## config.mk

```make
export PLATFORM = sky130hd
export DESIGN_NAME = asa_apb_regs
export DESIGN_NICKNAME = d
export VERILOG_FILES = /design/src/rtl/asa_pkg.sv /design/src/rtl/asa_apb_regs.sv
export SDC_FILE = /design/constraint.sdc
export NUM_CORES = 1
export LEC_CHECK = 0
export BUFFER_PORTS_ARGS = -buffer_cell sky130_fd_sc_hd__buf_2
export CAP_MARGIN = 15
export CORE_MARGIN = 5
export CORE_UTILIZATION = 46
export DETAILED_ROUTE_END_ITERATION = 6
export PLACE_DENSITY = 0.83
export SYNTH_ARGS = -nofsm -noshare
export SYNTH_HDL_FRONTEND = slang
export SYNTH_SLANG_ARGS = --single-unit
```

## constraint.sdc

```tcl
create_clock -name aclk -period 1.35 [get_ports aclk]
set_clock_uncertainty 0.15 [all_clocks]
set_input_delay 0 -clock aclk [delete_from_list [all_inputs] [get_ports aclk]]
set_output_delay 0 -clock aclk [all_outputs]
set_load 0.05 [all_outputs]
```

## src/rtl/asa_pkg.sv

```systemverilog
// ----------------------------------------------------------------------------
// asa_pkg
// Shared types and codes of the aligned stack allocator: operation and
// status codes, the entry memory word and the result record.
// ----------------------------------------------------------------------------
package asa_pkg;

    localparam int PAD_W = 15;

    typedef enum logic [1:0] {
        FUNC_PUSH    = 2'd0,
        FUNC_POP     = 2'd1,
        FUNC_POP_N   = 2'd2,
        FUNC_DEALLOC = 2'd3
    } func_t;

    typedef enum logic [2:0] {
        ST_OK         = 3'd0,
        ST_NO_FIT     = 3'd1,
        ST_UNDERFLOW  = 3'd2,
        ST_MISMATCH   = 3'd3,
        ST_STORE_FULL = 3'd4
    } status_t;

    // register indexes on the configuration port
    localparam logic REG_BUFFER_BASE = 1'b0;
    localparam logic REG_BUFFER_SIZE = 1'b1;

    // one stack entry; the unaligned start is kept as the padding in front
    typedef struct packed {
        logic [31:0]      addr;
        logic [31:0]      bytes;
        logic [PAD_W-1:0] pad;
    } entry_t;

    // packed so that the last field sits in the lowest bits
    typedef struct packed {
        logic [6:0]  entry_total;
        logic [31:0] top_size;
        logic [31:0] top_address;
        logic        is_full;
        logic        is_empty;
        logic [31:0] bytes_allocated;
        logic [31:0] bytes_remaining;
        logic [2:0]  status;
        logic [31:0] granted_address;
    } result_t;

endpackage

```

## src/rtl/asa_apb_regs.sv

```systemverilog
// ----------------------------------------------------------------------------
// asa_apb_regs
// Configuration registers behind an APB-style port: buffer base and size.
// ----------------------------------------------------------------------------
module asa_apb_regs (
    input  logic        aclk,
    input  logic        aresetn,
    input  logic        psel,
    input  logic        penable,
    input  logic        pwrite,
    input  logic [2:0]  paddr,
    input  logic [31:0] pwdata,
    output logic [31:0] prdata,
    output logic        pready,
    output logic [31:0] buffer_base,
    output logic [31:0] buffer_size
);

    logic [31:0] base_reg;
    logic [31:0] size_reg;
    logic        wr_stb;

    assign pready = 1'b1;
    assign wr_stb = psel && penable && pwrite && pready;

    always_ff @(posedge aclk) begin
        if (!aresetn) begin
            base_reg <= '0;
            size_reg <= '0;
        end else if (wr_stb) begin
            unique case (paddr[2])
                asa_pkg::REG_BUFFER_BASE: base_reg <= pwdata;
                asa_pkg::REG_BUFFER_SIZE: size_reg <= pwdata;
                default: ;
            endcase
        end
    end

    always_comb begin
        unique case (paddr[2])
            asa_pkg::REG_BUFFER_BASE: prdata = base_reg;
            asa_pkg::REG_BUFFER_SIZE: prdata = size_reg;
            default:                  prdata = '0;
        endcase
    end

    assign buffer_base = base_reg;
    assign buffer_size = size_reg;

endmodule

```

==> flow_metrics.env <==
export IMPL_fin_nets=483
export IMPL_final_cell_mix="buf_2, nand2_1, mux2i_1, dfxtp_1"
export IMPL_clk_latency_ns=0.34
export IMPL_worst_ir_drop_vdd_uv=698
export IMPL_clkSinkCount=64
export IMPL_drt_iter0_drc=72
export IMPL_gp_congestion=0.738
export IMPL_hold_viol=0
export IMPL_dp_cells=475
export IMPL_core_area_um2=5920
export IMPL_path_class="flop to output port"
export IMPL_crit_path_start_kind="flop"
export IMPL_grtUsageTotal=0.199
export IMPL_area_delta_synth_final_pct=44.4
export IMPL_seq_area_um2=1280
export IMPL_crit_fanout=3
export IMPL_multi_input_area_um2=1390
export IMPL_dp_slack_ns=0.172
export IMPL_drc_errors=0
export IMPL_cp_slowest_cell="dfxtp_1"
export IMPL_grt_pass1_wl_um=11800
export IMPL_crit_chain="mux2_2 -> buf_2"
export IMPL_wl_per_cell_um=14.5
export IMPL_synth_largest_area_cell="dfxtp_1"
export IMPL_cap_viol_max_count=0
export IMPL_synthesis_nets=322
export IMPL_p_per_area_nw_per_um2=1040
export IMPL_first_pass_iters=4
export IMPL_rows=28
export IMPL_cts_htree_levels=3
export IMPL_drive_gt1_frac=0.423
export IMPL_synth_top_area_frac=0.456
export IMPL_rsz0062_at_grt="false"
export IMPL_synth_cell_types=11
export IMPL_drv_slew=0
export IMPL_start_util=0.475
export IMPL_post_route_period_util=0.960
export IMPL_die_h_um=88.2
export IMPL_syn_inst=282
export IMPL_setup_viol=0
export IMPL_grt_pass1_vias=2501
export IMPL_post_cts_buffers=0
export IMPL_cts_buffers_inserted=9
export IMPL_worstHoldPathType="input port to flop"
export IMPL_antenna_cells=0
export IMPL_totalWireLength_um=7570
export IMPL_die_area_um2=7770
export IMPL_via_count=2522
export IMPL_yosysSeqAreaShare=0.456
export IMPL_layout_min_cycle_time_ns=1.30
export IMPL_end_kind="output port"
export IMPL_cpPeakStageDelay_ns=0.33
export IMPL_fmax_ghz=0.772
export IMPL_dp_hpwl_um=5060
export IMPL_finish_utilization=0.686
export IMPL_grt_max_degree=97
export IMPL_layout_setup_ws_ns=0.0543
export IMPL_io_pins=137
export IMPL_synth_seq_cells=64
export IMPL_synth_area_um2=2810
export IMPL_ant_nets=0
export IMPL_setup_tns_ns=0
export IMPL_regToRegSetupSlack_ns=0.54
export IMPL_p_leak_uw=0.00217
export IMPL_clkTransAtPathRegs_ns=0.07
export IMPL_final_common_cell="buf_2"
export IMPL_layoutNonFillerInstCount=522
export IMPL_die_x_um=88.2
export IMPL_grt_antenna_before_repair=1
export IMPL_cts_tree="built"
export IMPL_grt_overflow_total=0
export IMPL_portBuffers=133
export IMPL_status="complete, no violations"
export IMPL_synth_warnings=0
export IMPL_cts_root_buf="clkbuf_8"
export IMPL_whs_ns=0.0517
export IMPL_avgSynthCellArea_um2=9.97
export IMPL_routed_via_density=4.83
export IMPL_clockBufferDepth=2
export IMPL_fillers=454
export IMPL_critPathArrivalTime_ns=1.15
export IMPL_ys_top_cells_by_area="dfxtp_1, mux2i_1, mux2_2"
export IMPL_critPathRequiredTime_ns=1.20
timing repair:
item                                    CTS  global route
gates resized for setup                   0            10
hold buffers                             32             0
endpoints found under the setup margin    0             5
endpoints found under the hold margin    64             0
power by group:
| group | internal, uW | switching (uW) |
|---|---|---|
| clock | 884 | 707 |
| combinational | 242 | 422 |
| sequential | 1930 | 29.6 |
final timing paths:
path,from,endpoint,depth (start not counted)
setup reg to reg,buffer_base[7],buffer_base[7],2
hold reg to reg,buffer_base[1],buffer_base[1],2
hold / removal,penable,buffer_size[7],4
setup / recovery,buffer_base[7],prdata[7],2
critical path: cells and delay by family, from the launching register on:
family	cells	cell delay, ns
flops	1	0.33
buf+inv	1	0.21
mux	1	0.26
Yosys cell counts (all sizes together):
| cell type | n |
|---|---|
| buf | 15 |
| conb | 1 |
| dfxtp | 64 |
| nand4 | 1 |
| nand2 | 96 |
| mux2i | 64 |
| clkbuf | 8 |
| mux2 | 32 |
| and4b | 1 |
routing by layer:
layer | global-route usage | vias up | share of wire
li1 | - | 1259 | -
met1 | 0.207 | 1151 | 0.38
met2 | 0.355 | 93 | 0.51
met3 | 0.0762 | 17 | 0.082
met4 | 0.0852 | 2 | 0.022
met5 | 0 | - | 0.0017
sequential cells by signal, indices dropped and copies added (netlist names):
signal and flops:
buffer_size 32, buffer_base 32
area by class of cell:
| cell class | instances | area share |
|---|---|---|
| Multi-Input combinational cell | 195 | 0.342 |
| Sequential cell | 64 | 0.316 |
| Timing Repair Buffer | 173 | 0.273 |
| Clock buffer | 11 | 0.0348 |
| Tap cell | 75 | 0.0231 |
| Clock inverter | 4 | 0.0111 |
through the flow:
stage | instance area (um^2) | power, uW
after floorplan | 2810 | 2440
after global placement | 3540 | 2580
after detailed placement | 3540 | 2590
after CTS | 4050 | 4250
after global routing | 4060 | 4390
final | 4060 | 4220
cell families after synthesis:
kind of cell,Yosys count,share of synthesized area
AND/OR/NAND/NOR,98,0.136
multiplexers,96,0.356
flip-flops,64,0.456
buffers and inverters,23,0.0503
other,1,0.00133
No activity file was read; power rests on OpenSTA's default activity.
