==> src/rtl/asa_pkg.sv <==
// ----------------------------------------------------------------------------
// asa_pkg
// Shared types and codes of the aligned stack allocator: operation and
// status codes, the entry memory word and the result record.
// ----------------------------------------------------------------------------
package asa_pkg;

    localparam int PAD_W = 15;

    typedef enum logic [1:0] {
        FUNC_PUSH    = 2'd0,
        FUNC_POP     = 2'd1,
        FUNC_POP_N   = 2'd2,
        FUNC_DEALLOC = 2'd3
    } func_t;

    typedef enum logic [2:0] {
        ST_OK         = 3'd0,
        ST_NO_FIT     = 3'd1,
        ST_UNDERFLOW  = 3'd2,
        ST_MISMATCH   = 3'd3,
        ST_STORE_FULL = 3'd4
    } status_t;

    // register indexes on the configuration port
    localparam logic REG_BUFFER_BASE = 1'b0;
    localparam logic REG_BUFFER_SIZE = 1'b1;

    // one stack entry; the unaligned start is kept as the padding in front
    typedef struct packed {
        logic [31:0]      addr;
        logic [31:0]      bytes;
        logic [PAD_W-1:0] pad;
    } entry_t;

    // packed so that the last field sits in the lowest bits
    typedef struct packed {
        logic [6:0]  entry_total;
        logic [31:0] top_size;
        logic [31:0] top_address;
        logic        is_full;
        logic        is_empty;
        logic [31:0] bytes_allocated;
        logic [31:0] bytes_remaining;
        logic [2:0]  status;
        logic [31:0] granted_address;
    } result_t;

endpackage

==> src/rtl/asa_engine.sv <==
// ----------------------------------------------------------------------------
// asa_engine
// Operation sequencer: keeps the top entry in registers, writes pushes to
// the entry memory and reloads the top from it after each release that leaves entries.
// ----------------------------------------------------------------------------
module asa_engine #(
    parameter int MAX_ENTRIES = 64,
    parameter int IW          = 6,
    parameter int LW          = 7
) (
    input  logic             aclk,
    input  logic             aresetn,
    input  logic [31:0]      buffer_base,
    input  logic [31:0]      buffer_size,
    // request
    input  logic             req_valid,
    output logic             req_ready,
    input  logic [1:0]       req_func,
    input  logic [31:0]      req_size,
    input  logic [3:0]       req_align_log2,
    input  logic [6:0]       req_pop_count,
    input  logic [31:0]      req_free_address,
    // result
    output logic             res_valid,
    input  logic             res_ready,
    output asa_pkg::result_t res_data,
    // entry memory
    output logic             mem_wr_en,
    output logic [IW-1:0]    mem_wr_idx,
    output asa_pkg::entry_t  mem_wr_data,
    output logic             mem_rd_en,
    output logic [IW-1:0]    mem_rd_idx,
    input  asa_pkg::entry_t  mem_rd_data
);

    localparam int CW = (LW > 7) ? LW : 7;

    typedef enum logic [3:0] {
        S_IDLE = 4'b0001,
        S_EXEC = 4'b0010,
        S_LOAD = 4'b0100,
        S_EMIT = 4'b1000
    } state_t;

    state_t           state_reg, state_next;
    logic [1:0]       func_reg;
    logic [31:0]      size_reg;
    logic [3:0]       lg_reg;
    logic [6:0]       cnt_reg;
    logic [31:0]      faddr_reg;
    logic [LW-1:0]    live_reg;
    logic [31:0]      used_reg;
    asa_pkg::entry_t  top_reg;
    logic [31:0]      granted_reg;
    logic [2:0]       status_reg;
    asa_pkg::result_t out_reg;
    logic             out_valid_reg;

    logic [31:0]              free_bytes;
    logic [31:0]              cur;
    logic [15:0]              mask16;
    logic [asa_pkg::PAD_W-1:0] pad;
    logic [32:0]              need;
    logic                     fits;
    logic [31:0]              aligned;
    logic [32:0]              span;
    logic [31:0]              used_released;
    logic [LW-1:0]            live_dec;
    logic [LW-1:0]            live_dec2;
    logic                     out_free;
    logic                     accept;
    logic                     emit;
    logic                     do_release;
    logic                     do_push;
    logic [2:0]               status_exec;
    logic [31:0]              rem;
    logic [LW+6:0]            live_ext;

    assign free_bytes = (buffer_size > used_reg) ? (buffer_size - used_reg) : 32'd0;

    // push arithmetic
    assign cur    = (live_reg == '0) ? buffer_base : (top_reg.addr + top_reg.bytes);
    assign mask16 = (16'd1 << lg_reg) - 16'd1;
    assign pad    = (asa_pkg::PAD_W'(0) - cur[asa_pkg::PAD_W-1:0])
                  & mask16[asa_pkg::PAD_W-1:0];
    assign need   = {{(33-asa_pkg::PAD_W){1'b0}}, pad} + {1'b0, size_reg};
    assign fits   = need <= {1'b0, free_bytes};
    assign aligned = cur + {{(32-asa_pkg::PAD_W){1'b0}}, pad};

    // release arithmetic
    assign span = {1'b0, top_reg.bytes} + {{(33-asa_pkg::PAD_W){1'b0}}, top_reg.pad};
    assign used_released = (span >= {1'b0, used_reg}) ? 32'd0 : (used_reg - span[31:0]);
    assign live_dec  = live_reg - LW'(1);
    assign live_dec2 = live_dec - LW'(1);

    assign out_free  = !out_valid_reg || res_ready;
    assign req_ready = (state_reg == S_IDLE) || ((state_reg == S_EMIT) && out_free);
    assign accept    = req_valid && req_ready;
    assign emit      = (state_reg == S_EMIT) && out_free;

    // decide what the execute cycle does
    always_comb begin
        do_release  = 1'b0;
        do_push     = 1'b0;
        status_exec = status_reg;
        unique case (func_reg)
            asa_pkg::FUNC_PUSH: begin
                if (live_reg >= LW'(MAX_ENTRIES)) begin
                    status_exec = asa_pkg::ST_STORE_FULL;
                end else if (!fits) begin
                    status_exec = asa_pkg::ST_NO_FIT;
                end else begin
                    status_exec = asa_pkg::ST_OK;
                    do_push     = 1'b1;
                end
            end
            asa_pkg::FUNC_POP: begin
                if (live_reg == '0) begin
                    status_exec = asa_pkg::ST_UNDERFLOW;
                end else begin
                    do_release = 1'b1;
                end
            end
            asa_pkg::FUNC_POP_N: begin
                // the comparison keeps its outcome as count and depth drop together
                status_exec = (CW'(cnt_reg) > CW'(live_reg)) ? asa_pkg::ST_UNDERFLOW
                                                             : asa_pkg::ST_OK;
                do_release  = (cnt_reg != '0) && (live_reg != '0);
            end
            asa_pkg::FUNC_DEALLOC: begin
                if (live_reg == '0) begin
                    status_exec = asa_pkg::ST_UNDERFLOW;
                end else if (top_reg.addr != faddr_reg) begin
                    status_exec = asa_pkg::ST_MISMATCH;
                end else begin
                    do_release = 1'b1;
                end
            end
            default: ;
        endcase
    end

    always_comb begin
        state_next = state_reg;
        unique case (state_reg)
            S_IDLE: begin
                if (accept) state_next = S_EXEC;
            end
            S_EXEC: begin
                if (do_release && (live_dec != '0)) begin
                    state_next = S_LOAD;
                end else begin
                    state_next = S_EMIT;
                end
            end
            S_LOAD: begin
                state_next = (func_reg == asa_pkg::FUNC_POP_N) ? S_EXEC : S_EMIT;
            end
            S_EMIT: begin
                if (out_free) state_next = accept ? S_EXEC : S_IDLE;
            end
            default: state_next = S_IDLE;
        endcase
    end

    // memory accesses
    assign mem_wr_en   = (state_reg == S_EXEC) && do_push;
    assign mem_wr_idx  = live_reg[IW-1:0];
    assign mem_wr_data = '{addr: aligned, bytes: size_reg, pad: pad};
    assign mem_rd_en   = (state_reg == S_EXEC) && do_release && (live_dec != '0);
    assign mem_rd_idx  = live_dec2[IW-1:0];

    always_ff @(posedge aclk) begin
        if (!aresetn) begin
            state_reg     <= S_IDLE;
            live_reg      <= '0;
            used_reg      <= '0;
            out_valid_reg <= 1'b0;
        end else begin
            state_reg <= state_next;
            if (state_reg == S_EXEC) begin
                if (do_push) begin
                    live_reg <= live_reg + LW'(1);
                    used_reg <= used_reg + need[31:0];
                end else if (do_release) begin
                    live_reg <= live_dec;
                    used_reg <= used_released;
                end
            end
            if (emit) begin
                out_valid_reg <= 1'b1;
            end else if (res_ready) begin
                out_valid_reg <= 1'b0;
            end
        end
    end

    assign rem      = free_bytes;
    assign live_ext = {7'd0, live_reg};

    always_ff @(posedge aclk) begin
        if (accept) begin
            func_reg    <= req_func;
            size_reg    <= req_size;
            lg_reg      <= req_align_log2;
            cnt_reg     <= req_pop_count;
            faddr_reg   <= req_free_address;
            granted_reg <= '0;
            status_reg  <= asa_pkg::ST_OK;
        end else if (state_reg == S_EXEC) begin
            status_reg <= status_exec;
            if (do_push) begin
                granted_reg <= aligned;
                top_reg     <= mem_wr_data;
            end
            if (do_release && (func_reg == asa_pkg::FUNC_POP_N)) begin
                cnt_reg <= cnt_reg - 7'd1;
            end
        end else if (state_reg == S_LOAD) begin
            top_reg <= mem_rd_data;
        end
        if (emit) begin
            out_reg.granted_address <= granted_reg;
            out_reg.status          <= status_reg;
            out_reg.bytes_remaining <= rem;
            out_reg.bytes_allocated <= buffer_size - rem;
            out_reg.is_empty        <= (rem == buffer_size);
            out_reg.is_full         <= (rem == 32'd0);
            out_reg.top_address     <= (live_reg != '0) ? top_reg.addr : 32'd0;
            out_reg.top_size        <= (live_reg != '0) ? top_reg.bytes : 32'd0;
            out_reg.entry_total     <= live_ext[6:0];
        end
    end

    assign res_valid = out_valid_reg;
    assign res_data  = out_reg;

endmodule

==> config.mk <==
export PLATFORM = sky130hd
export DESIGN_NAME = asa_engine
export DESIGN_NICKNAME = d
export VERILOG_FILES = /design/src/rtl/asa_pkg.sv /design/src/rtl/asa_engine.sv
export SDC_FILE = /design/constraint.sdc
export NUM_CORES = 1
export LEC_CHECK = 0
export BUFFER_PORTS_ARGS = -buffer_cell sky130_fd_sc_hd__buf_4
export CAP_MARGIN = 20
export CELL_PAD_IN_SITES_DETAIL_PLACEMENT = 1
export CELL_PAD_IN_SITES_GLOBAL_PLACEMENT = 1
export CORE_MARGIN = 2
export CORE_UTILIZATION = 44
export DETAILED_ROUTE_END_ITERATION = 16
export GPL_TIMING_DRIVEN = 0
export HOLD_SLACK_MARGIN = 0.12
export PLACE_DENSITY_LB_ADDON = 0.1
export SLEW_MARGIN = 10
export SYNTH_ARGS = -nofsm -noshare
export SYNTH_HDL_FRONTEND = slang
export SYNTH_SLANG_ARGS = --single-unit
==> constraint.sdc <==
create_clock -name aclk -period 18 [get_ports aclk]
set_input_delay 2.7 -clock aclk [delete_from_list [all_inputs] [get_ports aclk]]
set_output_delay 2.7 -clock aclk [all_outputs]
set_load 0.02 [all_outputs]
==> results.md <==
- The root buffer cell chosen for the clock tree is sky130_fd_sc_hd__clkbuf_16.
- From synthesis to final layout, the design area changed by 22.7%.
- The fill cell total of the finished layout is approximately 7600.
- The arrival time at the worst endpoint is 13.88 ns.
- The count of hold buffers inserted by post-cts repair is 0.
- The internal portion of total power is 2.00 mW.
- The number of gates resized after CTS is 0.
- The flow ran to the end, and the final reports show no timing, DRC or antenna violations.
- The share of total power dissipated in combinational logic is 0.300.
- The share of flip-flops with an asynchronous set or reset after synthesis is 0.
- The post-synthesis cell area is 29600 sq um.
- On the final layout, the worst hold slack is 0.431 ns.
- Setup repair after global routing left no endpoint under its margin.
- Buffers placed on the I/O ports in this run total 489.
- The share of the Yosys chip area taken by registers is 0.387.
- Between clock sinks in the finished design, the worst skew comes to roughly 0.038 ns.
- For this run, design rule violations remaining after detail routing come to 0.
- For this block, the initial DRC count from the detailed router was 2116.
- The first-pass GRT wire length is roughly 180000 um.
- Summed over all layers, the routed wires come to 122000 um.
- The completed layout was analyzed and its total power is 3.04 mW.
- The global route total overflow is 0.
- The most used routing layer in global routing is met2.
- The area occupied by multi-input gates is approximately 17000 sq um.
- In the global route stage, met2 resource usage came out at 0.614.
- In this run, synthesis produced a sequential element count of 407.
- The power density normalized to cell area is 83.9 nW/um^2.
- Of the available clock period, the critical path in the final layout requires 0.921.
- The worst-margin pin slew is 1.08 ns.
- The final critical path time including I/O delays and setup is approximately 17 ns.
- The die is ~260 um wide.
- The clock passes through at most 3 buffers.
- The met1 usage is 0.397.
- Counting every instance in the synthesized netlist gives 3151.
- The switching part of the total power is 0.343.
- Detailed placement ended at an HPWL of 99800 um.
- Summing all flip-flop and latch instances after layout gives about 11000 sq um.
- Of the cells placed in the final design, the portion with a size suffix greater than 1 is 0.187.
- The met3 track utilization from global routing is 0.0622.
- The leakage component of the power is between 15 and 20 nW.
- Clock-pin slew was measured on the worst setup and hold paths at 0.06 ns.
- Across every metal layer, demand over resource in global routing totals 0.343.
- about 500 I/O pins were placed.
- The number of pins exceeding their max-slew limit in the final report came to 0.
- The largest individual stage delay along the critical path comes from the cell sky130_fd_sc_hd__nor4_1.
- The number of hold-slack violations in the final timing report is 0.
- The total of max-cap violations is 0.
- Counting the buffers created by CTS gives slightly below 50.
- The count of nets left with antenna violations after detail routing is 0.
- The highest clock frequency the design can meet is 60.3 MHz.
- Along the worst path, the maximum fanout reaches 10.
- The start-to-end type of the worst setup path is flip-flop to output port.
- The switching power total is between 1 and 1.5 mW.
- In this run the post-CTS setup repair buffer count came out at 0.
- The setup violation total in the final timing report is 0.
- VDD sags by at most 0.0000746 V.
- The clock network fraction of design power is 0.340.
- The type of the worst min-delay path is flip-flop to flip-flop.
- The pin count of the biggest net entering global routing is 51.
- The via count of the first global-routing pass is between 20000 and 30000.
- The cell class contributing the biggest share of worst-path delay is simple AND/OR/NAND/NOR gates.
- The primary flip-flop cell chosen by synthesis mapping is sky130_fd_sc_hd__edfxtp_1.
- A synthesized cell averages 9.38 sq um.
- Together, buffers and inverters on the worst path number 9.
- The routed wire length per instance is 26.4 um.
- The CTS H-tree depth is 2.
- In this run, synthesis inferred ~330 flip-flops with an integrated enable.
- The initial antenna violation count is 11.
- For the worst setup path, the data required time is 15.30 ns.
- Yosys printed 0 warnings.
- CTS saw 407 sinks.
- The clock latency on the worst-skew pair is between 0.6 and 0.7 ns.
- For this run, the slowest stage of the critical path takes 0.89 ns.
- The placement row count is 95.
- The floorplan step defined a die boundary enclosing between 60000 and 70000 sq um.
- The number of flip-flops in the largest register is 172.
- The initial utilization of the core area, before any placement, comes to 0.443.
- The detailed-router iteration count before antenna repair is 8.
- The startpoint type of the worst setup path is a flip-flop.
- The portion of total power attributed to sequential cells is 0.361.
- For this block, the via count after detailed routing is 27400.
- The die height is 263 um.
- The relative slew slack is 0.283.
- The weighted congestion reported at the end of routability-driven placement is approximately 0.96.
- The CTS tree is built.
- The number of library cell types mapped by synthesis is around 110.
- The floorplan step defined a core boundary enclosing approximately 67000 sq um.
- The final layout contains 4220 nets.
- STA classifies the critical path endpoint as an output port.
- The number of nets in the synthesized netlist is 3660.
- After detailed routing, the number of vias per cell comes to 5.93.
final cells by class:
class	count	area share
tap	873	0.0301
inverter	176	0.0182
antenna	5	0.000345
multi-input combinational	2458	0.468
clock buffer	66	0.0375
timing repair buffer	509	0.108
buffer	110	0.0146
sequential	407	0.315
clock inverter	26	0.00811
layer usage:
layer  share of wire  up-vias
met2            0.50      917
met3           0.060      267
met5         0.00058        -
met4           0.051       10
li1                -    12600
met1            0.39    13700
power by group through the flow:
stage                     clock [mW]  combinational [mW]  sequential, mW
final                           1.03               0.911            1.10
after global routing            1.08               0.985            1.10
after CTS                       1.04               0.903            1.10
after detailed placement           0               0.892            1.11
after global placement             0               0.850            1.12
after floorplan                    0               0.556            1.11
final timing paths:
| kind | to | startpoint | slack [ns] | depth (start not counted) |
|---|---|---|---|---|
| worst max-delay path | mem_wr_en | live_reg[0]$_SDFFE_PN0P_ | 1.42 | 38 |
| worst min register to register | res_data[6]$_DFFE_PP_ | granted_reg[6]$_SDFFE_PP0P_ | 0.43 | 0 |
| worst min-delay path | res_data[6]$_DFFE_PP_ | granted_reg[6]$_SDFFE_PP0P_ | 0.43 | 0 |
| worst max register to register | top_reg[17]$_DFFE_PP_ | live_reg[0]$_SDFFE_PN0P_ | 3.76 | 41 |
Yosys cell counts, types with 8 or more instances:
| library cell | number | area, sq um |
|---|---|---|
| sky130_fd_sc_hd__a22oi_1 | 28 | 210 |
| sky130_fd_sc_hd__nand2b_1 | 33 | 206 |
| sky130_fd_sc_hd__clkbuf_1 | 80 | 300 |
| sky130_fd_sc_hd__a21o_1 | 114 | 856 |
| sky130_fd_sc_hd__o211ai_1 | 30 | 225 |
| sky130_fd_sc_hd__inv_1 | 175 | 657 |
| sky130_fd_sc_hd__xnor2_1 | 173 | 1520 |
| sky130_fd_sc_hd__nor4_1 | 22 | 138 |
| sky130_fd_sc_hd__nand2_1 | 378 | 1420 |
| sky130_fd_sc_hd__or2_2 | 20 | 125 |
| sky130_fd_sc_hd__dfxtp_1 | 79 | 1580 |
| sky130_fd_sc_hd__mux2i_1 | 10 | 100 |
| sky130_fd_sc_hd__o21a_1 | 38 | 285 |
| sky130_fd_sc_hd__o21ai_1 | 13 | 65.1 |
| sky130_fd_sc_hd__and4_1 | 10 | 87.6 |
| sky130_fd_sc_hd__and3_1 | 34 | 213 |
| sky130_fd_sc_hd__a2111oi_0 | 9 | 78.8 |
| sky130_fd_sc_hd__o31ai_1 | 19 | 143 |
| sky130_fd_sc_hd__ha_1 | 278 | 3480 |
| sky130_fd_sc_hd__nor2b_1 | 34 | 213 |
| sky130_fd_sc_hd__a31oi_1 | 27 | 169 |
| sky130_fd_sc_hd__or3_1 | 8 | 50.1 |
| sky130_fd_sc_hd__a21oi_1 | 234 | 1170 |
| sky130_fd_sc_hd__edfxtp_1 | 328 | 9850 |
| sky130_fd_sc_hd__nand4_1 | 37 | 231 |
| sky130_fd_sc_hd__nor2_1 | 180 | 676 |
| sky130_fd_sc_hd__o21bai_1 | 24 | 180 |
| sky130_fd_sc_hd__mux2_2 | 12 | 135 |
| sky130_fd_sc_hd__a211oi_1 | 26 | 195 |
| sky130_fd_sc_hd__nand3_1 | 75 | 375 |
| sky130_fd_sc_hd__buf_4 | 12 | 90.1 |
| sky130_fd_sc_hd__and2_1 | 81 | 507 |
| sky130_fd_sc_hd__o21ai_0 | 166 | 831 |
| sky130_fd_sc_hd__nor3_1 | 53 | 265 |
| sky130_fd_sc_hd__xor2_1 | 108 | 946 |
| sky130_fd_sc_hd__a21boi_0 | 13 | 97.6 |
cell families (layout without fill, tap and decap cells):
family,after synthesis,count (layout),share of synthesized area
compound gates,856,856,0.192
xor+xnor,281,281,0.0832
fa+ha+maj,285,285,0.122
buf+inv,286,887,0.0402
flops,407,407,0.387
mux,22,22,0.00796
other cells,0,5,0
simple gates,1014,1014,0.168
metrics by stage:
stage / std cells / setup TNS, ns / setup slack [ns] / utilization / area, sq um
2_1_floorplan: 3151 / 0 / 3.61 / - / 29600
3_3_place_gp: 4513 / -445.72 / -4.18 / 0.514 / 34300
3_5_place_dp: 4533 / 0 / 2.20 / 0.518 / 34600
4_1_cts: 4625 / 0 / 1.46 / 0.543 / 36300
5_1_grt: 4630 / 0 / 1.01 / 0.543 / 36300
6_report: 4630 / 0 / 1.42 / 0.543 / 36300
cells in the final DEF, fill, tap and decap left out, types with 34 or more instances in the layout:
cell type                   instances
sky130_fd_sc_hd__and3_1            34
sky130_fd_sc_hd__ha_1             278
sky130_fd_sc_hd__inv_1            175
sky130_fd_sc_hd__clkbuf_1          89
sky130_fd_sc_hd__dfxtp_1           79
sky130_fd_sc_hd__nor3_1            52
sky130_fd_sc_hd__a21o_1           114
sky130_fd_sc_hd__nand2_1          378
sky130_fd_sc_hd__nor2_1           180
sky130_fd_sc_hd__edfxtp_1         328
sky130_fd_sc_hd__nand4_1           37
sky130_fd_sc_hd__and2_1            81
sky130_fd_sc_hd__buf_4            510
sky130_fd_sc_hd__xor2_1           108
sky130_fd_sc_hd__clkbuf_16         49
sky130_fd_sc_hd__nand3_1           75
sky130_fd_sc_hd__a21oi_1          234
sky130_fd_sc_hd__o21ai_0          166
sky130_fd_sc_hd__xnor2_1          173
sky130_fd_sc_hd__o21a_1            38
No activity file was read; power rests on OpenSTA's default activity.
